<file path="src/rtl/adc_ssr_pkg.sv">
// Package for the ADC scan supervisor and regulator.
// Holds request/response types, slot and register codes, and limits.
// No dependencies; imported by every module in rtl/.
`timescale 1ns / 1ps

package adc_ssr_pkg;

    // Field and state widths
    localparam int MODE_W   = 2;
    localparam int CHAN_W   = 4;
    localparam int SAMP_W   = 10;
    localparam int SEL_W    = 3;
    localparam int SUM_W    = 16;
    localparam int DUTY_W   = 10;
    localparam int HEAT_W   = 8;
    localparam int FAULT_W  = 4;
    localparam int ROUND_W  = 6;
    localparam int TRIP_W   = 4;
    localparam int CFG_IDX_W = 3;
    localparam int CFG_DAT_W = 16;
    localparam int SUM_N    = 8;
    localparam int TRIP_N   = 3;

    // Default block length and trip run length
    localparam int unsigned ROUNDS_DEF = 63;
    localparam int unsigned TRIP_DEF   = 15;

    // Request modes
    localparam logic [MODE_W-1:0] MODE_SAMPLE = 2'd0;
    localparam logic [MODE_W-1:0] MODE_CLEAR  = 2'd1;
    localparam logic [MODE_W-1:0] MODE_READ   = 2'd2;

    // Scan slots
    localparam logic [CHAN_W-1:0] SLOT_TEMP   = 4'd0;
    localparam logic [CHAN_W-1:0] SLOT_HCUR   = 4'd1;
    localparam logic [CHAN_W-1:0] SLOT_HVOLT  = 4'd3;
    localparam logic [CHAN_W-1:0] SLOT_AVOLT  = 4'd5;
    localparam logic [CHAN_W-1:0] SLOT_ACUR   = 4'd7;
    localparam logic [CHAN_W-1:0] SLOT_SVOLT  = 4'd9;
    localparam logic [CHAN_W-1:0] SLOT_SCUR   = 4'd11;
    localparam logic [CHAN_W-1:0] SLOT_GRID   = 4'd13;
    localparam logic [CHAN_W-1:0] GRID_FIRST  = 4'd1;
    localparam logic [CHAN_W-1:0] GRID_LAST   = 4'd12;

    // Sum indexes
    localparam logic [SEL_W-1:0] SUM_TEMP  = 3'd0;
    localparam logic [SEL_W-1:0] SUM_HCUR  = 3'd1;
    localparam logic [SEL_W-1:0] SUM_HVOLT = 3'd2;
    localparam logic [SEL_W-1:0] SUM_AVOLT = 3'd3;
    localparam logic [SEL_W-1:0] SUM_ACUR  = 3'd4;
    localparam logic [SEL_W-1:0] SUM_SVOLT = 3'd5;
    localparam logic [SEL_W-1:0] SUM_SCUR  = 3'd6;
    localparam logic [SEL_W-1:0] SUM_GRID  = 3'd7;

    // Trip counter indexes
    localparam logic [1:0] TRIP_HEAT   = 2'd0;
    localparam logic [1:0] TRIP_ANODE  = 2'd1;
    localparam logic [1:0] TRIP_SCREEN = 2'd2;

    // Fault bits
    localparam int FLT_HEAT   = 0;
    localparam int FLT_ANODE  = 1;
    localparam int FLT_SCREEN = 2;
    localparam int FLT_TEMP   = 3;

    // Configuration register indexes
    localparam logic [CFG_IDX_W-1:0] CFG_GRID_THR = 3'd0;
    localparam logic [CFG_IDX_W-1:0] CFG_HV_TGT   = 3'd1;
    localparam logic [CFG_IDX_W-1:0] CFG_HC_TGT   = 3'd2;
    localparam logic [CFG_IDX_W-1:0] CFG_A_TGT    = 3'd3;
    localparam logic [CFG_IDX_W-1:0] CFG_S_TGT    = 3'd4;
    localparam logic [CFG_IDX_W-1:0] CFG_REF      = 3'd5;
    localparam logic [CFG_IDX_W-1:0] CFG_HI_TEMP  = 3'd6;
    localparam logic [CFG_IDX_W-1:0] CFG_LO_TEMP  = 3'd7;

    // Sample limits
    localparam logic [SAMP_W-1:0] HCUR_LIMIT = 10'd400;
    localparam logic [SAMP_W-1:0] OVER_LIMIT = 10'd1020;
    localparam logic [SAMP_W-1:0] RANGE_UP   = 10'd950;
    localparam logic [SAMP_W-1:0] RANGE_DOWN = 10'd85;

    // Heater regulation
    localparam logic [SUM_W-1:0]  IH_MIN        = 16'd32;
    localparam logic [HEAT_W-1:0] HEAT_MAX      = 8'd255;
    localparam logic [HEAT_W-1:0] HEAT_LOW_STEP = 8'd8;
    // x/10 == (x*52429)>>19 exactly for x < 2^18
    localparam logic [15:0] DIV10_MUL   = 16'd52429;
    localparam int          DIV10_SHIFT = 19;
    localparam int          PROD_W      = 32;
    localparam int          V_SHIFT     = 14;
    localparam int          CV_SHIFT    = 16;
    localparam int          CI_SHIFT    = 15;
    localparam int          DIFF_W      = PROD_W - V_SHIFT;          // 18
    localparam int          QPROD_W     = DIFF_W + 16;               // 34
    localparam int          QUO_W       = QPROD_W - DIV10_SHIFT;     // 15
    localparam int          CUR_W       = PROD_W - CI_SHIFT;         // 17

    typedef struct packed {
        logic [MODE_W-1:0] mode;
        logic [CHAN_W-1:0] channel;
        logic [SAMP_W-1:0] sample;
        logic [SEL_W-1:0]  sum_index;
    } t_in_req;

    typedef struct packed {
        logic                grid_reset;
        logic [DUTY_W-1:0]   anode_drive;
        logic [DUTY_W-1:0]   screen_drive;
        logic [HEAT_W-1:0]   heater_drive;
        logic                high_range;
        logic [FAULT_W-1:0]  error_flags;
        logic                block_done;
        logic [SUM_W-1:0]    read_value;
    } t_out_rsp;

    // Front stage to heater pipeline
    typedef struct packed {
        t_out_rsp            rsp;
        logic [HEAT_W-1:0]   hv_tgt;
        logic [HEAT_W-1:0]   hc_tgt;
        logic [SUM_W-1:0]    uh;
        logic [SUM_W-1:0]    ih;
        logic                ih_gt_min;
    } t_stage;

endpackage

</file>
<file path="src/rtl/adc_ssr_front.sv">
// Front stage: config registers, scan sums, trip logic, drive slewing, range.
// Depends on adc_ssr_pkg.
`timescale 1ns / 1ps

module adc_ssr_front import adc_ssr_pkg::*; #(
    parameter int unsigned ROUNDS_PER_BLOCK = ROUNDS_DEF,
    parameter int unsigned TRIP_COUNT       = TRIP_DEF
) (
    input  logic                 i_clk,
    input  logic                 i_rst_n,
    input  logic                 i_cfg_we,
    input  logic [CFG_IDX_W-1:0] i_cfg_idx,
    input  logic [CFG_DAT_W-1:0] i_cfg_data,
    input  logic                 i_in_valid,
    output logic                 o_in_ready,
    input  t_in_req              i_in_req,
    output logic                 o_s1_valid,
    output t_stage               o_s1,
    input  logic                 i_s2_ready,
    output logic [SUM_W-1:0]     o_ref_scale
);

    // Config registers
    logic [SAMP_W-1:0] r_grid_thr;
    logic [HEAT_W-1:0] r_hv_tgt, n_hv_tgt;
    logic [HEAT_W-1:0] r_hc_tgt, n_hc_tgt;
    logic [DUTY_W-1:0] r_a_tgt, n_a_tgt;
    logic [DUTY_W-1:0] r_s_tgt, n_s_tgt;
    logic [SUM_W-1:0]  r_ref;
    logic [SUM_W-1:0]  r_hi_temp;
    logic [SUM_W-1:0]  r_lo_temp;

    // Scan state
    logic [SUM_W-1:0]   r_running [SUM_N];
    logic [SUM_W-1:0]   n_running [SUM_N];
    logic [SUM_W-1:0]   r_latched [SUM_N];
    logic [SUM_W-1:0]   n_latched [SUM_N];
    logic [ROUND_W-1:0] r_round, n_round;
    logic [TRIP_W-1:0]  r_trip [TRIP_N];
    logic [TRIP_W-1:0]  n_trip [TRIP_N];
    logic [DUTY_W-1:0]  r_a_duty, n_a_duty;
    logic [DUTY_W-1:0]  r_s_duty, n_s_duty;
    logic               r_range, n_range;
    logic [FAULT_W-1:0] r_fault, n_fault;

    logic   r_s1_valid;
    t_stage r_s1, n_s1;
    logic   w_accept;

    function automatic logic [DUTY_W-1:0] f_slew(input logic [DUTY_W-1:0] duty,
                                                 input logic [DUTY_W-1:0] tgt);
        logic [DUTY_W-1:0] d;
        d = duty;
        if (d < tgt)
            d = d + 1'b1;
        else if (d > tgt)
            d = d - 1'b1;
        return d;
    endfunction

    // Trip counter step: reload when in limit, count down, trip at zero
    function automatic logic [TRIP_W-1:0] f_trip_next(input logic [TRIP_W-1:0] cnt,
                                                      input logic over);
        logic [TRIP_W-1:0] c;
        c = cnt;
        if (!over)
            c = TRIP_W'(TRIP_COUNT);
        else if (cnt != '0)
            c = cnt - 1'b1;
        return c;
    endfunction

    assign w_accept   = i_in_valid && o_in_ready;
    assign o_in_ready = !r_s1_valid || i_s2_ready;

    // Single pass state update for one request
    always_comb begin
        logic [SAMP_W-1:0] smp;
        logic [SUM_W-1:0]  smp_ext;
        logic              over;
        logic              trip;
        logic              grid;
        logic              done;
        logic [SUM_W-1:0]  readv;
        logic [DUTY_W-1:0] a_base;

        smp     = i_in_req.sample;
        smp_ext = {{(SUM_W-SAMP_W){1'b0}}, smp};
        over    = 1'b0;
        trip    = 1'b0;
        grid    = 1'b0;
        done    = 1'b0;
        readv   = '0;
        a_base  = r_a_duty;

        n_hv_tgt  = r_hv_tgt;
        n_hc_tgt  = r_hc_tgt;
        n_a_tgt   = r_a_tgt;
        n_s_tgt   = r_s_tgt;
        n_running = r_running;
        n_latched = r_latched;
        n_round   = r_round;
        n_trip    = r_trip;
        n_a_duty  = r_a_duty;
        n_s_duty  = r_s_duty;
        n_range   = r_range;
        n_fault   = r_fault;

        if (w_accept) begin
            case (i_in_req.mode)
                MODE_CLEAR: begin
                    n_fault = '0;
                end
                MODE_READ: begin
                    readv = r_latched[i_in_req.sum_index];
                end
                MODE_SAMPLE: begin
                    grid = (i_in_req.channel >= GRID_FIRST) && (i_in_req.channel <= GRID_LAST)
                           && (smp >= r_grid_thr);
                    case (i_in_req.channel)
                        SLOT_TEMP: begin
                            n_running[SUM_TEMP] = r_running[SUM_TEMP] + smp_ext;
                        end
                        SLOT_HCUR: begin
                            n_running[SUM_HCUR] = r_running[SUM_HCUR] + smp_ext;
                            over = smp > HCUR_LIMIT;
                            trip = over && (r_trip[TRIP_HEAT] == '0);
                            n_trip[TRIP_HEAT] = f_trip_next(r_trip[TRIP_HEAT], over);
                            if (trip) begin
                                n_hv_tgt = '0;
                                n_hc_tgt = '0;
                                n_fault[FLT_HEAT] = 1'b1;
                            end
                        end
                        SLOT_HVOLT: begin
                            n_running[SUM_HVOLT] = r_running[SUM_HVOLT] + smp_ext;
                        end
                        SLOT_AVOLT: begin
                            n_running[SUM_AVOLT] = r_running[SUM_AVOLT] + smp_ext;
                        end
                        SLOT_ACUR: begin
                            n_running[SUM_ACUR] = r_running[SUM_ACUR] + smp_ext;
                            over = r_range && (smp >= OVER_LIMIT);
                            trip = over && (r_trip[TRIP_ANODE] == '0);
                            n_trip[TRIP_ANODE] = f_trip_next(r_trip[TRIP_ANODE], over);
                            if (trip) begin
                                n_a_tgt  = '0;
                                n_s_tgt  = '0;
                                a_base   = '0;
                                n_s_duty = '0;
                                n_fault[FLT_ANODE] = 1'b1;
                            end
                            n_a_duty = f_slew(a_base, n_a_tgt);
                            // auto range: up on a high reading, down on a low one unless an anode fault is set
                            if (!r_range && (smp > RANGE_UP))
                                n_range = 1'b1;
                            if (!n_fault[FLT_ANODE] && n_range && (smp < RANGE_DOWN))
                                n_range = 1'b0;
                        end
                        SLOT_SVOLT: begin
                            n_running[SUM_SVOLT] = r_running[SUM_SVOLT] + smp_ext;
                        end
                        SLOT_SCUR: begin
                            n_running[SUM_SCUR] = r_running[SUM_SCUR] + smp_ext;
                            over = smp >= OVER_LIMIT;
                            trip = over && (r_trip[TRIP_SCREEN] == '0);
                            n_trip[TRIP_SCREEN] = f_trip_next(r_trip[TRIP_SCREEN], over);
                            n_s_duty = f_slew(trip ? '0 : r_s_duty, trip ? '0 : r_s_tgt);
                            if (trip) begin
                                n_s_tgt = '0;
                                n_fault[FLT_SCREEN] = 1'b1;
                            end
                        end
                        SLOT_GRID: begin
                            n_running[SUM_GRID] = r_running[SUM_GRID] + smp_ext;
                            // block end: latch, clear, temperature check
                            if (r_round == ROUND_W'(ROUNDS_PER_BLOCK)) begin
                                n_latched = n_running;
                                n_running = '{default: '0};
                                n_round   = '0;
                                done      = 1'b1;
                                if (n_latched[SUM_TEMP] > r_hi_temp)
                                    n_fault[FLT_TEMP] = 1'b1;
                                if (n_latched[SUM_TEMP] < r_lo_temp)
                                    n_fault[FLT_TEMP] = 1'b0;
                            end else begin
                                n_round = r_round + 1'b1;
                            end
                        end
                        default: ;
                    endcase
                end
                default: ;
            endcase
        end

        n_s1.rsp.grid_reset   = grid;
        n_s1.rsp.anode_drive  = n_a_duty;
        n_s1.rsp.screen_drive = n_s_duty;
        n_s1.rsp.heater_drive = '0;
        n_s1.rsp.high_range   = n_range;
        n_s1.rsp.error_flags  = n_fault;
        n_s1.rsp.block_done   = done;
        n_s1.rsp.read_value   = readv;
        n_s1.hv_tgt           = n_hv_tgt;
        n_s1.hc_tgt           = n_hc_tgt;
        n_s1.uh               = n_latched[SUM_HVOLT];
        n_s1.ih               = n_latched[SUM_HCUR];
        n_s1.ih_gt_min        = n_latched[SUM_HCUR] > IH_MIN;
    end

    // Config writes take priority; the user sees that items and writes never overlap, unchecked by the block
    always_ff @(posedge i_clk) begin
        if (!i_rst_n) begin
            r_grid_thr <= '1;
            r_hv_tgt   <= '0;
            r_hc_tgt   <= '0;
            r_a_tgt    <= '0;
            r_s_tgt    <= '0;
            r_ref      <= '0;
            r_hi_temp  <= '1;
            r_lo_temp  <= '0;
        end else if (i_cfg_we) begin
            case (i_cfg_idx)
                CFG_GRID_THR: r_grid_thr <= i_cfg_data[SAMP_W-1:0];
                CFG_HV_TGT:   r_hv_tgt   <= i_cfg_data[HEAT_W-1:0];
                CFG_HC_TGT:   r_hc_tgt   <= i_cfg_data[HEAT_W-1:0];
                CFG_A_TGT:    r_a_tgt    <= i_cfg_data[DUTY_W-1:0];
                CFG_S_TGT:    r_s_tgt    <= i_cfg_data[DUTY_W-1:0];
                CFG_REF:      r_ref      <= i_cfg_data;
                CFG_HI_TEMP:  r_hi_temp  <= i_cfg_data;
                CFG_LO_TEMP:  r_lo_temp  <= i_cfg_data;
                default: ;
            endcase
        end else begin
            r_hv_tgt <= n_hv_tgt;
            r_hc_tgt <= n_hc_tgt;
            r_a_tgt  <= n_a_tgt;
            r_s_tgt  <= n_s_tgt;
        end
    end

    // Scan state registers
    always_ff @(posedge i_clk) begin
        if (!i_rst_n) begin
            r_running <= '{default: '0};
            r_latched <= '{default: '0};
            r_round   <= '0;
            r_trip    <= '{default: '0};
            r_a_duty  <= '0;
            r_s_duty  <= '0;
            r_range   <= 1'b0;
            r_fault   <= '0;
        end else begin
            r_running <= n_running;
            r_latched <= n_latched;
            r_round   <= n_round;
            r_trip    <= n_trip;
            r_a_duty  <= n_a_duty;
            r_s_duty  <= n_s_duty;
            r_range   <= n_range;
            r_fault   <= n_fault;
        end
    end

    // Stage register toward the heater pipeline
    always_ff @(posedge i_clk) begin
        if (!i_rst_n)
            r_s1_valid <= 1'b0;
        else if (o_in_ready)
            r_s1_valid <= i_in_valid;
    end

    always_ff @(posedge i_clk) begin
        if (w_accept)
            r_s1 <= n_s1;
    end

    assign o_s1_valid  = r_s1_valid;
    assign o_s1        = r_s1;
    assign o_ref_scale = r_ref;

endmodule

</file>
<file path="src/rtl/adc_ssr_heater.sv">
// Heater regulation pipeline: scaled products, divide by ten, duty step,
// and the result register. Depends on adc_ssr_pkg.
`timescale 1ns / 1ps

module adc_ssr_heater import adc_ssr_pkg::*; (
    input  logic             i_clk,
    input  logic             i_rst_n,
    input  logic             i_s1_valid,
    input  t_stage           i_s1,
    output logic             o_s1_ready,
    input  logic [SUM_W-1:0] i_ref_scale,
    output logic             o_out_valid,
    output t_out_rsp         o_out_rsp,
    input  logic             i_out_ready
);

    logic              r_s2_valid, r_s3_valid, r_out_valid;
    t_stage            r_s2, r_s3;
    logic [PROD_W-1:0] r_pv, r_pc;
    logic [QUO_W-1:0]  r_q;
    logic [CUR_W-1:0]  r_c;
    t_out_rsp          r_out, n_out;
    logic [HEAT_W-1:0] r_heater, n_heater;
    logic [QUO_W-1:0]  n_q;
    logic              w_out_en, w_s3_en, w_s2_en;

    // Each stage moves when the one after it is empty or moving
    assign w_out_en   = !r_out_valid || i_out_ready;
    assign w_s3_en    = !r_s3_valid || w_out_en;
    assign w_s2_en    = !r_s2_valid || w_s3_en;
    assign o_s1_ready = w_s2_en;

    // Voltage difference and multiply-by-reciprocal for the divide by ten
    always_comb begin
        logic [DIFF_W-1:0]  pv_sh;
        logic [DIFF_W-1:0]  pc_sh;
        logic [DIFF_W-1:0]  diff;
        logic [QPROD_W-1:0] qprod;
        pv_sh = r_pv[PROD_W-1:V_SHIFT];
        pc_sh = {{(DIFF_W-(PROD_W-CV_SHIFT)){1'b0}}, r_pc[PROD_W-1:CV_SHIFT]};
        diff  = (pv_sh > pc_sh) ? (pv_sh - pc_sh) : '0;
        qprod = QPROD_W'(diff) * QPROD_W'(DIV10_MUL);
        n_q   = qprod[QPROD_W-1:DIV10_SHIFT];
    end

    // Heater duty step at block end: voltage mode first, then current mode
    always_comb begin
        logic [HEAT_W-1:0] d;
        logic [QUO_W-1:0]  hv_ext;
        logic [CUR_W-1:0]  hc_ext;
        d      = r_heater;
        hv_ext = {{(QUO_W-HEAT_W){1'b0}}, r_s3.hv_tgt};
        hc_ext = {{(CUR_W-HEAT_W){1'b0}}, r_s3.hc_tgt};
        if (r_s3.rsp.block_done) begin
            if ((r_s3.hv_tgt == '0) && (r_s3.hc_tgt == '0)) begin
                d = '0;
            end else begin
                if (r_s3.hv_tgt != '0) begin
                    if ((hv_ext > r_q) && (d != HEAT_MAX))
                        d = d + 1'b1;
                    if ((hv_ext < r_q) && (d != '0))
                        d = d - 1'b1;
                end
                if (r_s3.hc_tgt != '0) begin
                    if (hc_ext > r_c) begin
                        if ((d < HEAT_LOW_STEP) || (r_s3.ih_gt_min && (d != HEAT_MAX)))
                            d = d + 1'b1;
                    end
                    if ((hc_ext < r_c) && (d != '0))
                        d = d - 1'b1;
                end
            end
        end
        n_heater = d;
        // response with the updated heater duty
        n_out              = r_s3.rsp;
        n_out.heater_drive = d;
    end

    // Valid bits
    always_ff @(posedge i_clk) begin
        if (!i_rst_n) begin
            r_s2_valid  <= 1'b0;
            r_s3_valid  <= 1'b0;
            r_out_valid <= 1'b0;
        end else begin
            if (w_s2_en)
                r_s2_valid <= i_s1_valid;
            if (w_s3_en)
                r_s3_valid <= r_s2_valid;
            if (w_out_en)
                r_out_valid <= r_s3_valid;
        end
    end

    // Heater duty state, updated as a request enters the result register
    always_ff @(posedge i_clk) begin
        if (!i_rst_n)
            r_heater <= '0;
        else if (w_out_en && r_s3_valid)
            r_heater <= n_heater;
    end

    // Payload registers
    always_ff @(posedge i_clk) begin
        if (w_s2_en && i_s1_valid) begin
            r_s2 <= i_s1;
            r_pv <= PROD_W'(i_s1.uh) * PROD_W'(i_ref_scale);
            r_pc <= PROD_W'(i_s1.ih) * PROD_W'(i_ref_scale);
        end
        if (w_s3_en && r_s2_valid) begin
            r_s3 <= r_s2;
            r_q  <= n_q;
            r_c  <= r_pc[PROD_W-1:CI_SHIFT];
        end
        if (w_out_en && r_s3_valid)
            r_out <= n_out;
    end

    assign o_out_valid = r_out_valid;
    assign o_out_rsp   = r_out;

endmodule

</file>
<file path="src/rtl/adc_scan_supervisor_regulator.sv">
// ADC scan supervisor and regulator, top level.
// Instantiates adc_ssr_front and adc_ssr_heater; types from adc_ssr_pkg.
//
//  Port group   Direction  Handshake            Payload
//  ----------   ---------  -------------------  ---------------------------
//  in           request    i_in_valid/o_in_ready   t_in_req  (i_in_req)
//  out          response   o_out_valid/i_out_ready t_out_rsp (o_out_rsp)
//  cfg          write      i_cfg_we                i_cfg_idx, i_cfg_data
//
// One request per cycle sustained while the response side does not stall;
// the front stage does the whole state update for a request combinationally.
// A response passes the front stage register, the heater registers s2 and s3
// (products, then the divide by ten) and then the result register. Synchronous
// reset clears all sums and duties at once. A stall on the response side backs
// up stage by stage; requests are taken while any stage holds a bubble.
`timescale 1ns / 1ps

module adc_scan_supervisor_regulator import adc_ssr_pkg::*; #(
    parameter int unsigned ROUNDS_PER_BLOCK = ROUNDS_DEF,
    parameter int unsigned TRIP_COUNT       = TRIP_DEF
) (
    input  logic                 i_clk,
    input  logic                 i_rst_n,
    input  logic                 i_cfg_we,
    input  logic [CFG_IDX_W-1:0] i_cfg_idx,
    input  logic [CFG_DAT_W-1:0] i_cfg_data,
    input  logic                 i_in_valid,
    output logic                 o_in_ready,
    input  t_in_req              i_in_req,
    output logic                 o_out_valid,
    input  logic                 i_out_ready,
    output t_out_rsp             o_out_rsp
);

    logic             w_s1_valid;
    t_stage           w_s1;
    logic             w_s2_ready;
    logic [SUM_W-1:0] w_ref_scale;

    adc_ssr_front #(
        .ROUNDS_PER_BLOCK (ROUNDS_PER_BLOCK),
        .TRIP_COUNT       (TRIP_COUNT)
    ) u_front (
        .i_clk       (i_clk),
        .i_rst_n     (i_rst_n),
        .i_cfg_we    (i_cfg_we),
        .i_cfg_idx   (i_cfg_idx),
        .i_cfg_data  (i_cfg_data),
        .i_in_valid  (i_in_valid),
        .o_in_ready  (o_in_ready),
        .i_in_req    (i_in_req),
        .o_s1_valid  (w_s1_valid),
        .o_s1        (w_s1),
        .i_s2_ready  (w_s2_ready),
        .o_ref_scale (w_ref_scale)
    );

    adc_ssr_heater u_heater (
        .i_clk       (i_clk),
        .i_rst_n     (i_rst_n),
        .i_s1_valid  (w_s1_valid),
        .i_s1        (w_s1),
        .o_s1_ready  (w_s2_ready),
        .i_ref_scale (w_ref_scale),
        .o_out_valid (o_out_valid),
        .o_out_rsp   (o_out_rsp),
        .i_out_ready (i_out_ready)
    );

    // No response left over from before reset
    a_rst_empty: assert property (@(posedge i_clk) !i_rst_n |=> !o_out_valid)
        else $error("response valid right after reset");

    // Input only blocks when the whole pipeline is full and stalled
    a_stall_full: assert property (@(posedge i_clk) disable iff (!i_rst_n)
        !o_in_ready |-> (o_out_valid && !i_out_ready))
        else $error("request refused while pipeline has room");

    // An accepted request always lands in the front stage register
    a_accept_lands: assert property (@(posedge i_clk) disable iff (!i_rst_n)
        (i_in_valid && o_in_ready) |=> w_s1_valid)
        else $error("accepted request lost");

    // A sum readback never comes with a block end or grid pulse
    a_read_excl: assert property (@(posedge i_clk) disable iff (!i_rst_n)
        (o_out_valid && (o_out_rsp.read_value != '0))
        |-> (!o_out_rsp.block_done && !o_out_rsp.grid_reset))
        else $error("readback mixed with sample results");

endmodule

</file>
<file path="config.mk">
export PLATFORM = sky130hd
export DESIGN_NAME = adc_scan_supervisor_regulator
export DESIGN_NICKNAME = d
export VERILOG_FILES = /design/src/rtl/adc_ssr_pkg.sv /design/src/rtl/adc_ssr_front.sv /design/src/rtl/adc_ssr_heater.sv /design/src/rtl/adc_scan_supervisor_regulator.sv
export SDC_FILE = /design/constraint.sdc
export NUM_CORES = 2
export LEC_CHECK = 0
export ABC_AREA = 1
export BUFFER_PORTS_ARGS = -buffer_cell sky130_fd_sc_hd__buf_2
export CORE_ASPECT_RATIO = 0.75
export CORE_MARGIN = 5
export CORE_UTILIZATION = 59
export CTS_CLUSTER_SIZE = 20
export DETAILED_ROUTE_END_ITERATION = 10
export GPL_ROUTABILITY_DRIVEN = 0
export PLACE_DENSITY = 0.78
export REMOVE_ABC_BUFFERS = 1
export SLEW_MARGIN = 25
export SYNTH_ARGS = -nofsm -noshare
export SYNTH_HDL_FRONTEND = slang
export SYNTH_SLANG_ARGS = --single-unit
</file>
<file path="constraint.sdc">
create_clock -name i_clk -period 8.05 [get_ports i_clk]
set_clock_uncertainty 0.1 [all_clocks]
set_input_delay 1.2075 -clock i_clk [delete_from_list [all_inputs] [get_ports i_clk]]
set_output_delay 1.2075 -clock i_clk [all_outputs]
set_load 0.005 [all_outputs]
</file>
* Word-level counts from Yosys, hierarchy flattened *
Cells that the tools add are included.

storage, ports and cells
  bits in registers = 764
  bits in latches = 0
  RAM bits = 0
  memory bits (read-only) = 0
  output and inout port bits = 53
  word-level logic and storage cells = 337
  memories kept = 0

operators by class
  add/sub/neg operators = 21
  $mul = 3
  div/mod/pow operators = 0
  order comparisons = 21
  equality and inequality tests = 28
  shift operators = 0
  muxes and demuxes = 108
  bitwise logic cells = 1
  reductions and logical operators = 74

operator list
  cell                      count
  $mux W112                 4
  $mux W10                  30
  $mux W8                   29
  $pmux W16 S2              7
  $add A16 B10 Y16          8
  $mux W128                 1
  $mul A16 B16 Y32          2
  $bmux W16 S3              1
  $reduce_and A4 Y1         12
  $pmux W10 S2              2
  $mul A18 B16 Y34 const B  1
  $mux W16                  2
  $reduce_bool A8 Y1        4
  $mux W4                   7
  $mux W1                   22
  $add A10 B1 Y10 const B   2
  $gt A10 B10 Y1            2
  $lt A10 B10 Y1            2
  $reduce_bool A2 Y1        10
  $sub A10 B1 Y10 const B   2
  $gt A18 B16 Y1            1
  $logic_and A1 B1 Y1       18
  $mux W18                  1
  $sub A18 B16 Y18          1
  other kinds (48)          85

* Depth between registers and ports, before layout *
  word-level depth = 26
  mapped depth = 46
  mapped depth without buffers = 46

* Modules after synthesis *
From an unflattened synthesis, not the netlist that was laid out.

second synthesis, totals
  cells, all modules = 6820
  area, all modules = 57107.3 um2

modules (own cells, without submodules)
  module          instances  cells each  area an instance (um2)  seq. area each (um2)
  adc_ssr_heater  1          3494        31909.4                 7367.1
  adc_ssr_front   1          3326        25197.9                 10650.2

* Worst setup path before layout *
No wires, ideal clock.

  path kind = input-to-reg
  start = input port i_out_ready
  end = register u_front.r_running[31] in the netlist's numbering
  library setup time = 115 ps
  data arrival time = 7828 ps
  data required time = 7835 ps
  slack = 7 ps
  cell stages on the path = 21
  path buffers = 1
  cells stage by stage = nor2_1 -> inv_1 -> nor2_1 -> inv_1 -> nor2_1 -> inv_1 -> nor2_1 -> nor2_1 -> inv_1 -> nor2_1 -> inv_1 -> clkbuf_1 -> nor2_1 -> inv_1 -> a21oi_1 -> inv_1 -> nor4_1 -> nand2_1 -> nor3_1 -> a21oi_1 -> o21a_1

on the way
  longest elaborated chain between the ends = 6

RTL lines
  what                                RTL line                             source
  start: declaration                  adc_scan_supervisor_regulator.sv:31  input logic i_out_ready,
  $logic_or A1 B1 Y1                  adc_ssr_heater.sv:28                 assign w_out_en = !r_out_valid || i_out_ready;
  $logic_or A1 B1 Y1                  adc_ssr_heater.sv:29                 assign w_s3_en = !r_s3_valid || w_out_en;
  $logic_or A1 B1 Y1                  adc_ssr_heater.sv:30                 assign w_s2_en = !r_s2_valid || w_s3_en;
  $logic_or A1 B1 Y1                  adc_ssr_front.sv:74                  assign o_in_ready = !r_s1_valid || i_s2_ready;
  $logic_and A1 B1 Y1                 adc_ssr_front.sv:73                  assign w_accept = i_in_valid && o_in_ready;
  named net u_front.w_accept          adc_ssr_front.sv:48                  logic w_accept;
  $reduce_and A4 Y1 (no source line)  --
  end signal: assignment              adc_ssr_front.sv:255                 r_running <= n_running;
  end: declaration                    adc_ssr_front.sv:34                  logic [SUM_W-1:0] r_running [SUM_N];

The timed path passes the listed nets, and every way through them passes these cells.
A chain may end at the register's enable or synchronous reset.

* Final worst setup path *
  start = register u_heater.r_pc[18]
  end = register u_heater.r_q[13], data pin

on the way
  longest elaborated chain between the ends = 3
  elaborated cells on any way between the ends = 4
  classes of those cells = 1 x add/sub; 1 x mul; 1 x order compare; 1 x mux

RTL lines
  what                                                       RTL line               source
  start: declaration                                         adc_ssr_heater.sv:19   logic [PROD_W-1:0] r_pv, r_pc;
  start signal: assignment                                   adc_ssr_heater.sv:109  r_pc <= PROD_W'(i_s1.ih) * PROD_W'(i_ref_scale);
  $sub A18 B16 Y18 / $gt A18 B16 Y1 (equally long branches)  adc_ssr_heater.sv:41   diff = (pv_sh > pc_sh) ? (pv_sh - pc_sh) : '0;
  $mux W18 (*)                                               adc_ssr_heater.sv:41
  $mul A18 B16 Y34 (*)                                       adc_ssr_heater.sv:42   qprod = QPROD_W'(diff) * QPROD_W'(DIV10_MUL);
  named net u_heater.n_q[13]                                 adc_ssr_heater.sv:24   logic [QUO_W-1:0] n_q;
  end signal: assignment                                     adc_ssr_heater.sv:113  r_q <= n_q;
  end: declaration                                           adc_ssr_heater.sv:20   logic [QUO_W-1:0] r_q;

The timed path passes the listed nets; every way through them passes the cells marked *.

==> metrics.md <==
| Metric | Value |
|---|---|
| Top cells by area in the synthesized netlist | edfxtp_1 (18%), fa_1 (18%), dfxtp_1 (15%) |
| Arrival @ worst endpoint | 8.00 ns |
| Wire length of the first global-routing pass | 232000 microns |
| Cell area power density | 292 nW/um^2 |
| Largest net degree at the start of global routing | 98 |
| Aggregate routed wire length | 144000 microns |
| Proportion of layout cells with a drive suffix above 1 | 6.50% |
| Status | complete, no violations |
| Post-route setup TNS | 0 ns |
| Clock-pin transition on the worst setup and hold timing paths | 0.07 ns |
| Cell count after synthesis | 6593 |
| Starting density of the core | 59.6% |
| Actual transition at the worst max-transition pin | 1.06 ns |
| CP Launch Type | flip-flop |
| Reg-to-reg setup timing slack | 0.35 ns |
| Top cell type's share of synthesized area | 17.8% |
| Die span in x | 365 microns |
| Main synth FF type | dfxtp_1 |
| Leakage | 0.0291 uW |
| Met3 usage in global routing | 8.85% |
| EDFF count, synth | 330 |
| Post-Place Worst Slack | -0.0318 ns |
| CP Capture Point | u_heater.r_q[13]$_DFFE_PP_ |
| Setup Crit Path Kind | reg -> reg |
| Top cell type by total area after synthesis | edfxtp_1 |
| Met2 layer usage reported by global route | 43.6% |
| Met1 Track Usage GR | 39.3% |
| Placeable core region | 93600 sq um |
| # DRC | 0 |
| Type of the most critical hold path | reg -> reg |
| Max stage delay cell, worst path | fa_1 |
| Quantity of I/O buffers inserted on ports | 95 |
| Max rail drop VDD | 1130 uV |
| Area added between synthesis and finish | 7.89% |
| Vias | 44100 |
| Final number of hold-violating endpoints | 0 |
| Sink count of the clock tree | 735 |
| Endpoint kind of the worst setup timing path | flip-flop |
| Residual antenna-violating net count after detailed routing | 0 |
| Die Y-Extent | 276 microns |
| Busiest metal layer after global routing | met2 |
| Post-synthesis instance area | 55700 sq um |
| Sum of overflow across all layers after global routing | 0 |
| DRC marker count from the first detailed-route iteration | 4130 |
| Worst reg-to-reg path cell count | 46 |
| All-Layer GR Usage | 28.7% |
| Critical Path RT | 8.35 ns |
| Core utilization of the finished layout | 64.3% |
| Final Setup Violations | 0 |
| Synth unique cells | 59 |
| Delay of the slowest cell on the worst path | 0.53 ns |
| Achievable clock frequency | 130 MHz |
| Worst setup path start | u_heater.r_pc[18]$_DFFE_PP_ |
| Hold WS | 0.304 ns |
| Final critical path time including I/O delays and setup | 7.70 ns |
| Mean instance size in the synthesized netlist | 8.45 sq um |
| Number of antenna violations at the first check in global routing | 9 |
| Number of clock buffers inserted by TritonCTS | 75 |
| Period utilization | 95.7% |
| CTS HTree Levels | 3 |
| Critical register-to-register path endpoint | u_heater.r_q[13]$_DFFE_PP_ |
| TritonCTS clock tree | done |
| Part of the Yosys area used for sequential elements | 32.3% |
| Yosys Warn Count | 0 |
| Worst skew pair latency | 0.67 ns |
| Core Rows | 97 |
| Number of nets in the layout | 7658 |
| Fin. max-slew vios | 0 |
| Worst flop-to-flop path startpoint | u_heater.r_pc[18]$_DFFE_PP_ |
| Max FO, Critical Path | 4 |
| Cell type with the highest occurrence count on the critical path | inv_1 |
| Relative max-transition margin | 28.6% |
| Top Ports | 96 |
| Average wire per standard cell | 18.3 microns |
| First-pass DRT Iterations | 6 |
| Fin worst setup slack | 0.347 ns |
| Per-cell via count in the routed design | 5.58 |
| Root cell of the clock tree | clkbuf_16 |
| Post-synth ARST share | 0% |
| MaxCap Viol Count | 0 |
| HPWL after detailed placement | 107000 microns |
| Number of global-route vias before repair | 44100 |
| Synthesized flop and latch total | 735 |
| Overall die area | 101000 sq um |
| Deepest clock path buffer count | 3 |
-- cells in the final DEF, fill, tap and decap left out, types with 32 or more instances in the layout --
master     instances
or2_2             44
nor2_1           432
buf_4             84
nand4_1           32
edfxtp_1         330
xor2_1            67
clkbuf_16         76
ha_1             526
a31oi_1           72
a21oi_1          382
o211ai_1          55
dfxtp_1          405
fa_1             489
nand3_1          213
nand2_1         1256
nor3_1            53
buf_2             94
o21ai_0          327
xnor2_1           37
inv_1           1370
-- layer usage --
layer,share of wire (%),routed length (microns)
met2,44,63100
met1,41,59900
met4,3.3,4790
met3,11,16500
met5,0.024,34
-- worst max-delay path, delay by kind of cell (launching register included) --
family | cells | cell delay, ns
xor gates and xnor gates | 2 | 0.24
adders and majority gates | 8 | 3.11
buffers and inverters | 8 | 0.56
AOI/OAI and AO/OA | 13 | 1.66
DFF | 1 | 0.41
and+or+nand+nor | 15 | 1.36
-- synth_stat cells (12+ instances only) --
| cell | instances |
|---|---|
| o21bai_1 | 16 |
| nor4_1 | 15 |
| edfxtp_1 | 330 |
| fa_1 | 489 |
| nand2_2 | 19 |
| or2_2 | 44 |
| xor2_1 | 67 |
| inv_2 | 12 |
| o211ai_1 | 55 |
| nand4_1 | 32 |
| o22ai_1 | 17 |
| ha_1 | 531 |
| inv_1 | 1376 |
| nor2_1 | 441 |
| o31ai_1 | 13 |
| a31oi_1 | 72 |
| nand2_1 | 1258 |
| xnor2_1 | 37 |
| nor3_1 | 53 |
| clkbuf_1 | 246 |
| o21ai_0 | 330 |
| dfxtp_1 | 405 |
| a21oi_1 | 386 |
| nand3b_1 | 24 |
| nand3_1 | 213 |
-- final cells by class --
class | instances | area [sq um]
Multi-Input combinational cell | 4208 | 31600
Timing Repair Buffer | 179 | 1110
Fill cell | 7477 | 33400
Clock inverter | 35 | 368
Tap cell | 1237 | 1550
Clock buffer | 105 | 2180
Sequential cell | 735 | 18000
Inverter | 1396 | 5260
Antenna cell | 5 | 12.5
-- state kept, by name, summed over array words and instances, names as in the netlist, 10 cells and up --
register and flops:
u_front.o_ref_scale 16, u_front.o_s1 92, u_front.r_a_duty 10, u_front.r_a_tgt 10, u_front.r_grid_thr 10, u_front.r_hi_temp 16
u_front.r_latched 128, u_front.r_lo_temp 16, u_front.r_running 128, u_front.r_s_duty 10, u_front.r_s_tgt 10, u_front.r_trip 12
u_heater.n_out 43, u_heater.o_out_rsp 51, u_heater.r_c 17, u_heater.r_pc 17, u_heater.r_pv 18, u_heater.r_q 15
u_heater.r_s2 60, u_heater.r_s3 17
-- through the flow --
| step | instances | instance area [sq um] | total power (uW) |
|---|---|---|---|
| 2_1_floorplan | 6339 | 54800 | 11000 |
| 3_3_place_gp | 7743 | 57400 | 12900 |
| 3_5_place_dp | 7743 | 57400 | 13300 |
| 4_1_cts | 7883 | 59900 | 16900 |
| 5_1_grt | 7895 | 60100 | 19100 |
| 6_report | 7900 | 60100 | 17500 |
-- logic make-up after synthesis --
family	after synthesis	share of synthesized area [%]
adders and majority gates	1020	29.5
xor gates and xnor gates	104	1.63
buffers and inverters	1650	11.1
AOI/OAI and AO/OA	950	9.45
DFF	735	32.3
and+or+nand+nor	2134	16.0
-- power breakdown --
part,leakage (uW),total (uW),switching (uW),internal (uW)
clock,0.00125,3600,1600,2000
combinational,0.0214,9500,5660,3840
sequential,0.00644,4440,103,4340
total,0.0291,17500,7370,10200
-- how the worst min path moves through the flow --
| stage | startpoint | endpoint | cells after the start |
|---|---|---|---|
| global placement | u_front.o_s1[53]$_SDFFCE_PP0P_ | u_heater.r_s2[53]$_DFFE_PP_ | 0 |
| finish | u_heater.r_s2[36]$_DFFE_PP_ | u_heater.r_s3[36]$_DFFE_PP_ | 0 |
| global route | u_heater.r_s2[36]$_DFFE_PP_ | u_heater.r_s3[36]$_DFFE_PP_ | 0 |
| floorplan | u_heater.r_s2[49]$_DFFE_PP_ | u_heater.n_out[0]$_DFFE_PP_ | 0 |
| detailed placement | u_heater.r_s2[82]$_DFFE_PP_ | u_heater.n_out[33]$_DFFE_PP_ | 0 |
| CTS | u_heater.r_s2[36]$_DFFE_PP_ | u_heater.r_s3[36]$_DFFE_PP_ | 0 |
-- repair_timing --
action / 4_1_cts / 5_1_grt
pin swaps: 0 / 13
hold buffers: 0 / 0
gates resized for setup: 1 / 22
setup endpoints to repair: 1 / 14
endpoints found under the hold margin: 0 / 0
buffers inserted: 0 / 12
(Power assumes the default switching activity.)
